## src/rtl/pngccf_pkg.sv

```systemverilog
// ----------------------------------------------------------------------------
// pngccf_pkg
// Shared types, constants and CRC-32 byte update for the PNG chunk framer.
// ----------------------------------------------------------------------------
package pngccf_pkg;

    localparam int LENGTH_BITS_DEF = 31;
    localparam int LEN_W           = 31;
    localparam int BYTE_W          = 8;
    localparam int WORD_W          = 32;
    localparam int QDEPTH          = 2;

    localparam logic [WORD_W-1:0] CRC_POLY   = 32'hEDB8_8320;
    localparam logic [WORD_W-1:0] CRC_PRESET = 32'hFFFF_FFFF;

    typedef enum logic {
        OP_BEGIN = 1'b0,
        OP_DATA  = 1'b1
    } op_t;

    // data holds the chunk type for OP_BEGIN and the byte (low bits) for OP_DATA.
    // last: zero-length chunk on OP_BEGIN, final data byte on OP_DATA.
    typedef struct packed {
        op_t                kind;
        logic               last;
        logic [WORD_W-1:0]  data;
        logic [LEN_W-1:0]   len;
    } q_entry_t;

    // reflected CRC-32, one byte per call
    function automatic logic [WORD_W-1:0] crc_fold(input logic [WORD_W-1:0] c,
                                                   input logic [BYTE_W-1:0] b);
        logic [WORD_W-1:0] x;
        x = c ^ WORD_W'(b);
        for (int k = 0; k < BYTE_W; k++) begin
            x = x[0] ? (CRC_POLY ^ (x >> 1)) : (x >> 1);
        end
        return x;
    endfunction

    function automatic logic [BYTE_W-1:0] word_byte(input logic [WORD_W-1:0] w,
                                                    input logic [1:0] idx);
        return w[{idx, 3'b000} +: BYTE_W];
    endfunction

endpackage

```

## src/rtl/pngccf_front.sv

```systemverilog
// ----------------------------------------------------------------------------
// pngccf_front
// Accepts input words, tracks the open chunk and its byte count, drops data
// outside a chunk and tags begin / data / last-byte operations for the back end.
// ----------------------------------------------------------------------------
module pngccf_front
    import pngccf_pkg::*;
#(
    parameter int LENGTH_BITS = LENGTH_BITS_DEF
)
(
    input  logic                clk,
    input  logic                rst_n,
    input  logic                push,
    input  logic                q_full,
    input  logic                cmd,
    input  logic [WORD_W-1:0]   chunk_type,
    input  logic [LEN_W-1:0]    data_length,
    input  logic [BYTE_W-1:0]   data_byte,
    output logic                wr_valid,
    output q_entry_t            wr_entry
);

    logic                   open_reg;
    logic                   open_next;
    logic [LENGTH_BITS-1:0] rem_reg;
    logic [LENGTH_BITS-1:0] rem_next;
    logic [LENGTH_BITS-1:0] len_m;
    logic                   accept;

    assign len_m  = data_length[LENGTH_BITS-1:0];
    assign accept = push && !q_full;

    always_comb
    begin
        open_next      = open_reg;
        rem_next       = rem_reg;
        wr_valid       = 1'b0;
        wr_entry.kind  = OP_BEGIN;
        wr_entry.last  = 1'b0;
        wr_entry.data  = chunk_type;
        wr_entry.len   = LEN_W'(len_m);
        if (accept)
        begin
            if (op_t'(cmd) == OP_BEGIN)
            begin
                wr_valid      = 1'b1;
                wr_entry.last = (len_m == '0);
                open_next     = (len_m != '0);
                rem_next      = len_m;
            end
            else if (open_reg)
            begin
                wr_valid      = 1'b1;
                wr_entry.kind = OP_DATA;
                wr_entry.data = WORD_W'(data_byte);
                wr_entry.last = (rem_reg == LENGTH_BITS'(1));
                rem_next      = rem_reg - 1'b1;
                if (rem_reg == LENGTH_BITS'(1))
                begin
                    open_next = 1'b0;
                end
            end
        end
    end

    always_ff @(posedge clk or negedge rst_n)
    begin
        if (!rst_n)
        begin
            open_reg <= 1'b0;
            rem_reg  <= '0;
        end
        else
        begin
            open_reg <= open_next;
            rem_reg  <= rem_next;
        end
    end

endmodule

```

## src/rtl/pngccf_queue.sv

```systemverilog
// ----------------------------------------------------------------------------
// pngccf_queue
// Short operation queue between the front and the back end.
// ----------------------------------------------------------------------------
module pngccf_queue
    import pngccf_pkg::*;
(
    input  logic      clk,
    input  logic      rst_n,
    input  logic      wr_valid,
    input  q_entry_t  wr_entry,
    input  logic      rd_pop,
    output logic      full,
    output logic      rd_valid,
    output q_entry_t  rd_entry
);

    localparam int PTR_W = (QDEPTH > 1) ? $clog2(QDEPTH) : 1;
    localparam int CNT_W = $clog2(QDEPTH + 1);

    q_entry_t         mem_reg [QDEPTH];
    logic [PTR_W-1:0] wr_ptr_reg;
    logic [PTR_W-1:0] wr_ptr_next;
    logic [PTR_W-1:0] rd_ptr_reg;
    logic [PTR_W-1:0] rd_ptr_next;
    logic [CNT_W-1:0] count_reg;
    logic [CNT_W-1:0] count_next;

    assign full     = (count_reg == CNT_W'(QDEPTH));
    assign rd_valid = (count_reg != '0);
    assign rd_entry = mem_reg[rd_ptr_reg];

    always_comb
    begin
        wr_ptr_next = wr_ptr_reg;
        rd_ptr_next = rd_ptr_reg;
        count_next  = count_reg;
        if (wr_valid)
        begin
            wr_ptr_next = (wr_ptr_reg == PTR_W'(QDEPTH - 1)) ? '0 : wr_ptr_reg + 1'b1;
        end
        if (rd_pop)
        begin
            rd_ptr_next = (rd_ptr_reg == PTR_W'(QDEPTH - 1)) ? '0 : rd_ptr_reg + 1'b1;
        end
        case ({wr_valid, rd_pop})
            2'b10:   count_next = count_reg + 1'b1;
            2'b01:   count_next = count_reg - 1'b1;
            default: count_next = count_reg;
        endcase
    end

    always_ff @(posedge clk)
    begin
        if (wr_valid)
        begin
            mem_reg[wr_ptr_reg] <= wr_entry;
        end
    end

    always_ff @(posedge clk or negedge rst_n)
    begin
        if (!rst_n)
        begin
            wr_ptr_reg <= '0;
            rd_ptr_reg <= '0;
            count_reg  <= '0;
        end
        else
        begin
            wr_ptr_reg <= wr_ptr_next;
            rd_ptr_reg <= rd_ptr_next;
            count_reg  <= count_next;
        end
    end

    a_count_bound: assert property (@(posedge clk) disable iff (!rst_n)
        (count_reg <= CNT_W'(QDEPTH)) && !(wr_valid && full) && !(rd_pop && !rd_valid))
        else $error("queue overflow or underflow");

endmodule

```

## src/rtl/pngccf_back.sv

```systemverilog
// ----------------------------------------------------------------------------
// pngccf_back
// Sequencer that turns queued operations into output bytes: length, type,
// data and the inverted CRC, the CRC folded one byte per cycle when not stalled.
// ----------------------------------------------------------------------------
module pngccf_back
    import pngccf_pkg::*;
(
    input  logic                clk,
    input  logic                rst_n,
    input  logic                q_valid,
    input  q_entry_t            q_entry,
    output logic                q_pop,
    input  logic                pop,
    output logic                empty,
    output logic [BYTE_W-1:0]   out_byte,
    output logic                chunk_end
);

    typedef enum logic [1:0] {
        ST_HEAD,
        ST_LEN,
        ST_TYPE,
        ST_CRC
    } state_t;

    state_t             st_reg;
    state_t             st_next;
    logic [1:0]         cnt_reg;
    logic [1:0]         cnt_next;
    logic [WORD_W-1:0]  crc_reg;
    logic [WORD_W-1:0]  crc_next;
    logic [WORD_W-1:0]  type_reg;
    logic [WORD_W-1:0]  type_next;
    logic [WORD_W-1:0]  len_reg;
    logic [WORD_W-1:0]  len_next;
    logic               zero_reg;
    logic               zero_next;
    logic               out_valid_reg;
    logic               out_valid_next;
    logic [BYTE_W-1:0]  out_byte_reg;
    logic [BYTE_W-1:0]  out_byte_next;
    logic               chunk_end_reg;
    logic               chunk_end_next;
    logic               adv;
    logic [WORD_W-1:0]  head_len;
    logic [BYTE_W-1:0]  head_byte;

    assign adv       = !out_valid_reg || pop;
    assign head_len  = WORD_W'(q_entry.len);
    assign head_byte = q_entry.data[BYTE_W-1:0];

    always_comb
    begin
        st_next        = st_reg;
        cnt_next       = cnt_reg;
        crc_next       = crc_reg;
        type_next      = type_reg;
        len_next       = len_reg;
        zero_next      = zero_reg;
        out_valid_next = out_valid_reg && !pop;
        out_byte_next  = out_byte_reg;
        chunk_end_next = chunk_end_reg;
        q_pop          = 1'b0;
        if (adv)
        begin
            unique case (st_reg)
                ST_HEAD:
                begin
                    if (q_valid)
                    begin
                        q_pop          = 1'b1;
                        out_valid_next = 1'b1;
                        chunk_end_next = 1'b0;
                        if (q_entry.kind == OP_BEGIN)
                        begin
                            out_byte_next = word_byte(head_len, 2'd3);
                            type_next     = q_entry.data;
                            len_next      = head_len;
                            zero_next     = q_entry.last;
                            crc_next      = CRC_PRESET;
                            st_next       = ST_LEN;
                            cnt_next      = 2'd2;
                        end
                        else
                        begin
                            out_byte_next = head_byte;
                            crc_next      = crc_fold(crc_reg, head_byte);
                            if (q_entry.last)
                            begin
                                st_next  = ST_CRC;
                                cnt_next = 2'd3;
                            end
                        end
                    end
                end
                ST_LEN:
                begin
                    out_valid_next = 1'b1;
                    chunk_end_next = 1'b0;
                    out_byte_next  = word_byte(len_reg, cnt_reg);
                    cnt_next       = cnt_reg - 1'b1;
                    if (cnt_reg == 2'd0)
                    begin
                        st_next  = ST_TYPE;
                        cnt_next = 2'd3;
                    end
                end
                ST_TYPE:
                begin
                    out_valid_next = 1'b1;
                    chunk_end_next = 1'b0;
                    out_byte_next  = word_byte(type_reg, cnt_reg);
                    crc_next       = crc_fold(crc_reg, word_byte(type_reg, cnt_reg));
                    cnt_next       = cnt_reg - 1'b1;
                    if (cnt_reg == 2'd0)
                    begin
                        st_next  = zero_reg ? ST_CRC : ST_HEAD;
                        cnt_next = 2'd3;
                    end
                end
                ST_CRC:
                begin
                    out_valid_next = 1'b1;
                    out_byte_next  = word_byte(~crc_reg, cnt_reg);
                    chunk_end_next = (cnt_reg == 2'd0);
                    cnt_next       = cnt_reg - 1'b1;
                    if (cnt_reg == 2'd0)
                    begin
                        st_next  = ST_HEAD;
                        crc_next = CRC_PRESET;
                    end
                end
                default:
                begin
                    st_next = ST_HEAD;
                end
            endcase
        end
    end

    always_ff @(posedge clk or negedge rst_n)
    begin
        if (!rst_n)
        begin
            st_reg        <= ST_HEAD;
            cnt_reg       <= '0;
            crc_reg       <= CRC_PRESET;
            zero_reg      <= 1'b0;
            out_valid_reg <= 1'b0;
            chunk_end_reg <= 1'b0;
        end
        else
        begin
            st_reg        <= st_next;
            cnt_reg       <= cnt_next;
            crc_reg       <= crc_next;
            zero_reg      <= zero_next;
            out_valid_reg <= out_valid_next;
            chunk_end_reg <= chunk_end_next;
        end
    end

    always_ff @(posedge clk)
    begin
        type_reg     <= type_next;
        len_reg      <= len_next;
        out_byte_reg <= out_byte_next;
    end

    assign empty     = !out_valid_reg;
    assign out_byte  = out_byte_reg;
    assign chunk_end = chunk_end_reg;

    a_pop_at_head: assert property (@(posedge clk) disable iff (!rst_n)
        q_pop |-> (st_reg == ST_HEAD) && q_valid && adv)
        else $error("queue popped outside head state");

    a_end_marks: assert property (@(posedge clk) disable iff (!rst_n)
        (adv && st_reg == ST_CRC && cnt_reg == 2'd0)
            |=> chunk_end_reg && out_valid_reg && st_reg == ST_HEAD && crc_reg == CRC_PRESET)
        else $error("chunk end not flagged or CRC not preset");

    a_end_only_crc: assert property (@(posedge clk) disable iff (!rst_n)
        (out_valid_reg && chunk_end_reg && !$past(chunk_end_reg))
            |-> $past(st_reg) == ST_CRC)
        else $error("chunk end outside CRC bytes");

endmodule

```

## src/rtl/png_chunk_crc_framer_unit.sv

```systemverilog
// ----------------------------------------------------------------------------
// png_chunk_crc_framer_unit
// A pushed word is written into the queue; the back end then registers its
// first byte in the output register, where it is poppable. Throughput: one
// data word and one output byte per cycle while pop drains output; a begin
// word yields 8 bytes (12 for an empty chunk) and a closing data word 5.
// Reset: queue, sequencer and chunk tracking clear; CRC returns to all ones.
// ----------------------------------------------------------------------------
module png_chunk_crc_framer_unit
    import pngccf_pkg::*;
#(
    parameter int LENGTH_BITS = LENGTH_BITS_DEF
)
(
    input  logic                clk,
    input  logic                rst_n,
    input  logic                push,
    output logic                full,
    input  logic                cmd,
    input  logic [WORD_W-1:0]   chunk_type,
    input  logic [LEN_W-1:0]    data_length,
    input  logic [BYTE_W-1:0]   data_byte,
    output logic                empty,
    input  logic                pop,
    output logic [BYTE_W-1:0]   out_byte,
    output logic                chunk_end
);

    logic     wr_valid;
    q_entry_t wr_entry;
    logic     q_full;
    logic     q_valid;
    logic     q_pop;
    q_entry_t q_entry;

    assign full = q_full;

    pngccf_front #(
        .LENGTH_BITS (LENGTH_BITS)
    ) u_front (
        .clk         (clk),
        .rst_n       (rst_n),
        .push        (push),
        .q_full      (q_full),
        .cmd         (cmd),
        .chunk_type  (chunk_type),
        .data_length (data_length),
        .data_byte   (data_byte),
        .wr_valid    (wr_valid),
        .wr_entry    (wr_entry)
    );

    pngccf_queue u_queue (
        .clk      (clk),
        .rst_n    (rst_n),
        .wr_valid (wr_valid),
        .wr_entry (wr_entry),
        .rd_pop   (q_pop),
        .full     (q_full),
        .rd_valid (q_valid),
        .rd_entry (q_entry)
    );

    pngccf_back u_back (
        .clk       (clk),
        .rst_n     (rst_n),
        .q_valid   (q_valid),
        .q_entry   (q_entry),
        .q_pop     (q_pop),
        .pop       (pop),
        .empty     (empty),
        .out_byte  (out_byte),
        .chunk_end (chunk_end)
    );

endmodule
```

## config.mk

```make
export PLATFORM = sky130hd
export DESIGN_NAME = png_chunk_crc_framer_unit
export DESIGN_NICKNAME = d
export VERILOG_FILES = /design/src/rtl/pngccf_pkg.sv /design/src/rtl/pngccf_front.sv /design/src/rtl/pngccf_queue.sv /design/src/rtl/pngccf_back.sv /design/src/rtl/png_chunk_crc_framer_unit.sv
export SDC_FILE = /design/constraint.sdc
export NUM_CORES = 1
export LEC_CHECK = 0
export ABC_AREA = 0
export ABC_CLOCK_PERIOD_IN_PS = 9800
export CAP_MARGIN = 0
export CORE_ASPECT_RATIO = 0.75
export CORE_MARGIN = 2
export CORE_UTILIZATION = 40
export CTS_CLUSTER_DIAMETER = 60
export DETAILED_ROUTE_END_ITERATION = 10
export DONT_BUFFER_PORTS = 1
export GPL_TIMING_DRIVEN = 0
export MAX_ROUTING_LAYER = met4
export PLACE_DENSITY = 0.5
export SLEW_MARGIN = 20
export SYNTH_ARGS = -nofsm -noshare
export SYNTH_HDL_FRONTEND = slang
export SYNTH_SLANG_ARGS = --single-unit
```

## constraint.sdc

```tcl
create_clock -name clk -period 9.8 [get_ports clk]
set_input_delay 0.49 -clock clk [delete_from_list [all_inputs] [get_ports clk]]
set_output_delay 0.49 -clock clk [all_outputs]
set_load 0.05 [all_outputs]
```

After elaboration in Yosys (flattened, before gate mapping)
Memory sizes are Yosys's and may differ from the RTL's.
Cells that the tools add are included.
{"block": "op_classes", "mux": 61, "shift": 3, "n_reduce_logical": 21, "n_eq_ne": 13, "n_bitwise": 20, "n_addsub": 6}
{"cell": "$mux 32", "count": 20}
{"cell": "$not 13->14", "count": 16}
{"cell": "$pmux 32 s3", "count": 1}
{"cell": "$shiftx 32x6->8", "count": 3}
{"cell": "$mux 34", "count": 2}
{"cell": "$xor 32x8->32", "count": 2}
{"cell": "$mux 31", "count": 2}
{"cell": "$not 32->32", "count": 1}
{"cell": "$pmux 8 s4", "count": 1}
{"cell": "$eq 31x1->1 const B", "count": 1}
{"cell": "$logic_not 31->1", "count": 1}
{"cell": "$reduce_bool 31->1", "count": 1}
{"cell": "$sub 31x1->31 const B", "count": 1}
{"cell": "$mux 2", "count": 10}
{"cell": "$mux 1", "count": 18}
{"cell": "$mux 8", "count": 2}
{"cell": "$eq 2x2->1 const B", "count": 4}
{"cell": "$ne 2x1->1 const B", "count": 4}
{"cell": "$pmux 2 s4", "count": 1}
{"cell": "$reduce_and 4->1", "count": 2}
{"cell": "$pmux 2 s3", "count": 1}
{"cell": "$reduce_and 6->1", "count": 1}
{"cell": "$eq 2x1->1 const B", "count": 2}
{"cell": "$logic_not 2->1", "count": 2}
{"cell": "18 further kinds", "count": 25}
{"block": "totals", "n_memories": 1, "out_inout_bits": 11, "ff_bits": 146, "ram_bits": 130, "elab_cells": 139}
{"name": "u_queue.mem_reg", "depth": 2, "width": 65, "read_ports": 1, "rd_ports_with_merged_regs": 0, "wr": 1, "line_no": "pngccf_queue.sv:21", "rtl": "q_entry_t mem_reg [QDEPTH];"}

Logic depth before layout (Yosys ltp)
An unclocked memory read counts as a cell.
{"block": "depth", "word_depth": 21, "ltp_mapped": 11, "depth_no_buf": 9}

Hierarchy
A second synthesis with hierarchy kept.
{"block": "hier_totals", "hier_cells": 1075, "hier_area_um2": 14356.3}
{"mod": "pngccf_back", "cells_per_inst": 510, "n_inst": 1, "area_per_inst_um2": 6636.4}
{"mod": "pngccf_queue", "cells_per_inst": 218, "n_inst": 1, "area_per_inst_um2": 5038.6}
{"mod": "pngccf_front", "cells_per_inst": 347, "n_inst": 1, "area_per_inst_um2": 2681.3}

Least setup slack after synthesis
OpenSTA, ideal clock, no wires.
{"block": "synth_path", "path_kind": "register to register", "start": "register u_queue.count_reg[0]", "end": "memory u_queue.mem_reg[0][0] (netlist name) (enable)", "setup_ps": 489, "arrival_time_ps": 4136, "period_less_slack_ps": 4624, "stages_incl_launch_ff": 7, "t_required_ps": 9311, "slack_ps": 5176, "path_cell_list": "dfrtp_1 -> nand2b_1 -> nand2_1 -> a21oi_1 -> inv_1 -> clkbuf_1 -> nor2_1"}
{"block": "synth_between", "elab_chain_len": 6}
{"item": "start, declared", "line_no": "pngccf_queue.sv:26", "rtl": "logic [CNT_W-1:0] count_reg;"}
{"item": "start signal, assigned", "line_no": "pngccf_queue.sv:73", "rtl": "count_reg <= count_next;"}
{"item": "$eq 2x2->1", "line_no": "pngccf_queue.sv:29", "rtl": "assign full = (count_reg == CNT_W'(QDEPTH));"}
{"item": "$logic_not 1->1", "line_no": "pngccf_front.sv:32", "rtl": "assign accept = push && !q_full;"}
{"item": "$logic_and 1x1->1", "line_no": "pngccf_front.sv:32"}
{"item": "$mux 1", "line_no": "pngccf_front.sv:43", "rtl": "if (accept)"}
{"item": "$mux 1", "line_no": "pngccf_queue.sv:55", "rtl": "if (wr_valid)"}
{"item": "$mux 1 (implied by the code)", "line_no": "pngccf_queue.sv:57", "rtl": "mem_reg[wr_ptr_reg] <= wr_entry;"}
{"item": "end, declared", "line_no": "pngccf_queue.sv:21"}
No other way between the ends.

Final worst setup path
{"block": "layout_path", "start": "register u_queue.count_reg[0]", "end": "memory u_queue.mem_reg[0][36] (netlist name) (enable)"}
The elaborated chain is that of the path after synthesis.

==> run_results.csv <==
group,metric,value,unit
cts,cts_buffers,30,
critical_path,crit_path_start_kind,"flip-flop",
synthesis,async_flop_share,27.2,%
hold_path,hold_path_class,"input port to flip-flop",
critical_path,rr_startpoint,"u_queue.count_reg[0]",
sta,period_share,36.6,%
global_routing,grtUsageTotal,22.9,%
pwr,power_frac_seq,28.7,%
critical_path,critPathRequiredTime,10.08,ns
pwr,p_int,4.37,mW
finish,areaGrowthSynthToFinish,14.6,%
pwr,swShare,40.2,%
pwr,total_power,7.30,mW
sta,rsz0062_at_grt,"no",
synthesis,synth_area_leaders,"edfxtp_1, dfrtp_1, dfstp_2",
pwr,p_per_area,452,nW/µm²
global_routing,grt_pass1_vias,9261,
critical_path,end_kind,"flip-flop",
global_routing,grt_max_degree,76,
synthesis,ys_ff_latch,276,
sta,worst_slew_pin_slew,0.948,ns
die,core_area,34700,µm²
die,fp.dieArea,36800,µm²
cts,cts_tree,"yes",
die,fp-row-count,59,
hold_path,hold_path_depth,2,
pwr,leakage,5.79,nW
cts,cts_buffer_depth,3,
cts,clock_latency,0.60,ns
finish,diodes,0,
synthesis,synth_edf_count,201,
synthesis,synth_warnings,0,
critical_path,crit_type,"flip-flop to flip-flop",
placement,post-place-cells,1557,
synthesis,synth_ff_type,"edfxtp_1",
sta,fin_tns_setup,0,ns
placement,gp_congestion,0.897,
die,fp.dieW,221,µm
drt,ant_nets,0,
finish,fillCellCount,3162,
sta,fin_ws,6.21,ns
synthesis,syn_avg_cell_area,12.9,µm²
critical_path,critPathMaxFanout,23,
drt,avgRoutedWirePerCell,24.4,µm
status,status,"finished, final reports clean",
synthesis,synth.top_cell.area_share,42.8,%
drt,drt-initial-drc-count,874,
pwr,ir_worst_vdd,314,µV
cts,path_clk_slew,0.06,ns
finish,largest_reg_flops,130,
sta,relSlewSlack,36.4,%
critical_path,cp_data_arrival_time,3.87,ns
synthesis,synthesis.nets,1180,
critical_path,r2r_slack,6.21,ns
finish,final_nets,1249,
drt,post-route-drc-count,0,
synthesis,synth.distinct_cells,67,
synthesis,yosysSeqAreaShare,56.5,%
job,maxCapViolations,0,
drt,finalWirelength,40200,µm
pwr,p_switching,2.93,mW
pwr,pwr-share-comb,55.2,%
die,io_pins,87,
sta,fin_worst_skew,0.0267,ns
global_routing,antenna_found_initial,1,
cts,cts.sinks,276,
synthesis,syn_inst,1096,
die,die_h,167,µm
drt,vias,9249,
sta,drv_slew,0,
critical_path,timing.rr.end,"u_queue.mem_reg[0][36]",
placement,pre_cts_ws,6.21,ns
pwr,clock_power_share,16.1,%
finish,drive_above_1_share,16.1,%
cts,cts_setup_buffers,0,
sta,setup_viol,0,
synthesis,synth_area_leader_cell,"edfxtp_1",
global_routing,grt_overflow,0,
critical_path,ff2ff_path_depth,7,
drt,vias_per_cell,5.62,
cts,cts_hold_buf,33,
sta,fmax,279,MHz
placement,io_buffers,0,
finish,fin_util,46.5,%
cts,cts_root_buffer,"clkbuf_16",
cts,cts_resized,0,
placement,dpl.hpwl,28200,µm
finish,stdcell_count,1646,
cts,cts_htree_levels,1,
sta,period_needed,3.59,ns
synthesis,syn-cell-area,14100,µm²
sta,hold_viol_final,0,
hold_path,hp-start,"data_length[0]",
global_routing,grt_pass1_wl,60600,µm
drt,drt-pass1-iter-count,5,
hold_path,holdPathEnd,"u_front.rem_reg[0]",
die,initial_core_util,40.6,%
## worst max path at each step
stage,cells after the start,endpoint,startpoint
after floorplan,6,u_queue.mem_reg[0][0],u_queue.count_reg[0]
after global placement,6,u_queue.mem_reg[0][54],u_queue.count_reg[0]
after detailed placement,7,u_queue.mem_reg[0][54],u_queue.count_reg[0]
after CTS,7,u_queue.mem_reg[0][45],u_queue.count_reg[0]
after global routing,7,u_queue.mem_reg[0][54],u_queue.count_reg[0]
final,7,u_queue.mem_reg[0][36],u_queue.count_reg[0]
## cells in the mapped netlist (10+ instances only)
master and number:
dfrtp_1 43, mux2i_1 14, xnor3_1 25, dfstp_2 32, nor3_1 10, o211ai_1 10
nand3_1 14, mux2_2 68, xnor2_1 55, and2_1 28, xor2_1 26, inv_1 26
o21ai_0 74, a31oi_1 13, a21oi_1 82, a211oi_1 16, o22ai_1 12, nor4_1 11
nor2_1 67, clkbuf_1 50, nand2_1 71, edfxtp_1 201
## routing by layer
metal  GRT usage (%)  vias to the layer above  routed length (µm)
met2            30.6                      341               16600
met1            35.1                     4609               19600
met4            5.25                        0                 900
met3            4.97                       72                3000
met5               -                        -                   0
li1                -                     4227                   -
## power groups by stage
stage | combinational [mW] | sequential [mW] | clock, mW
3_3_place_gp | 3.95 | 2.12 | 0
3_5_place_dp | 3.97 | 2.10 | 0
5_1_grt | 4.35 | 2.13 | 1.25
4_1_cts | 4.03 | 2.09 | 1.20
6_report | 4.03 | 2.09 | 1.18
2_1_floorplan | 3.15 | 1.99 | 0
## stage by stage
step           hold slack [ns]  instance area [µm²]
3_5_place_dp             0.202                14800
5_1_grt                 0.0413                16100
2_1_floorplan            0.194                14100
4_1_cts                0.00443                16100
6_report                0.0354                16100
3_3_place_gp             0.200                14700
## cells by family after synthesis
family                     share of synthesized area (%)
buffers and inverters                               2.33
muxes                                               7.90
adders and majority gates                          0.711
DFF                                                 56.5
xor gates and xnor gates                            12.8
and+or+nand+nor                                     8.31
AOI/OAI and AO/OA                                   11.5
## area by class of cell
| class | count | area [µm²] | area share (%) |
|---|---|---|---|
| clock buffers | 41 | 822 | 5.09 |
| plain buffers | 56 | 226 | 1.40 |
| multi-input cells | 737 | 5830 | 36.1 |
| flip-flops and latches | 276 | 7950 | 49.3 |
| clock inverters | 15 | 210 | 1.30 |
| repair buffers | 37 | 428 | 2.65 |
| inverters | 27 | 101 | 0.628 |
| well taps | 457 | 572 | 3.54 |
## layout by cell type (no fill, tap or decap), drive strengths merged, types with 13 or more instances in the layout
cell         count
a211oi          16
a21oi           82
a31oi           13
and2            28
clkbuf          91
dfrtp           43
dfstp           32
dlygate4sd3     32
edfxtp         201
inv             26
mux2            68
mux2i           14
nand2           71
nand3           14
nor2            67
o21ai           75
xnor2           70
xnor3           25
xor2            31
## critical path, cell delays in order (launching register included)
cell and delay (ns):
dfrtp_1 0.43, nand2b_1 0.32, nand2_1 0.29, a21oi_1 0.55
inv_1 0.25, clkbuf_1 0.44, nor2_4 0.68, buf_12 0.27
Power figures use the tool's default switching activity.
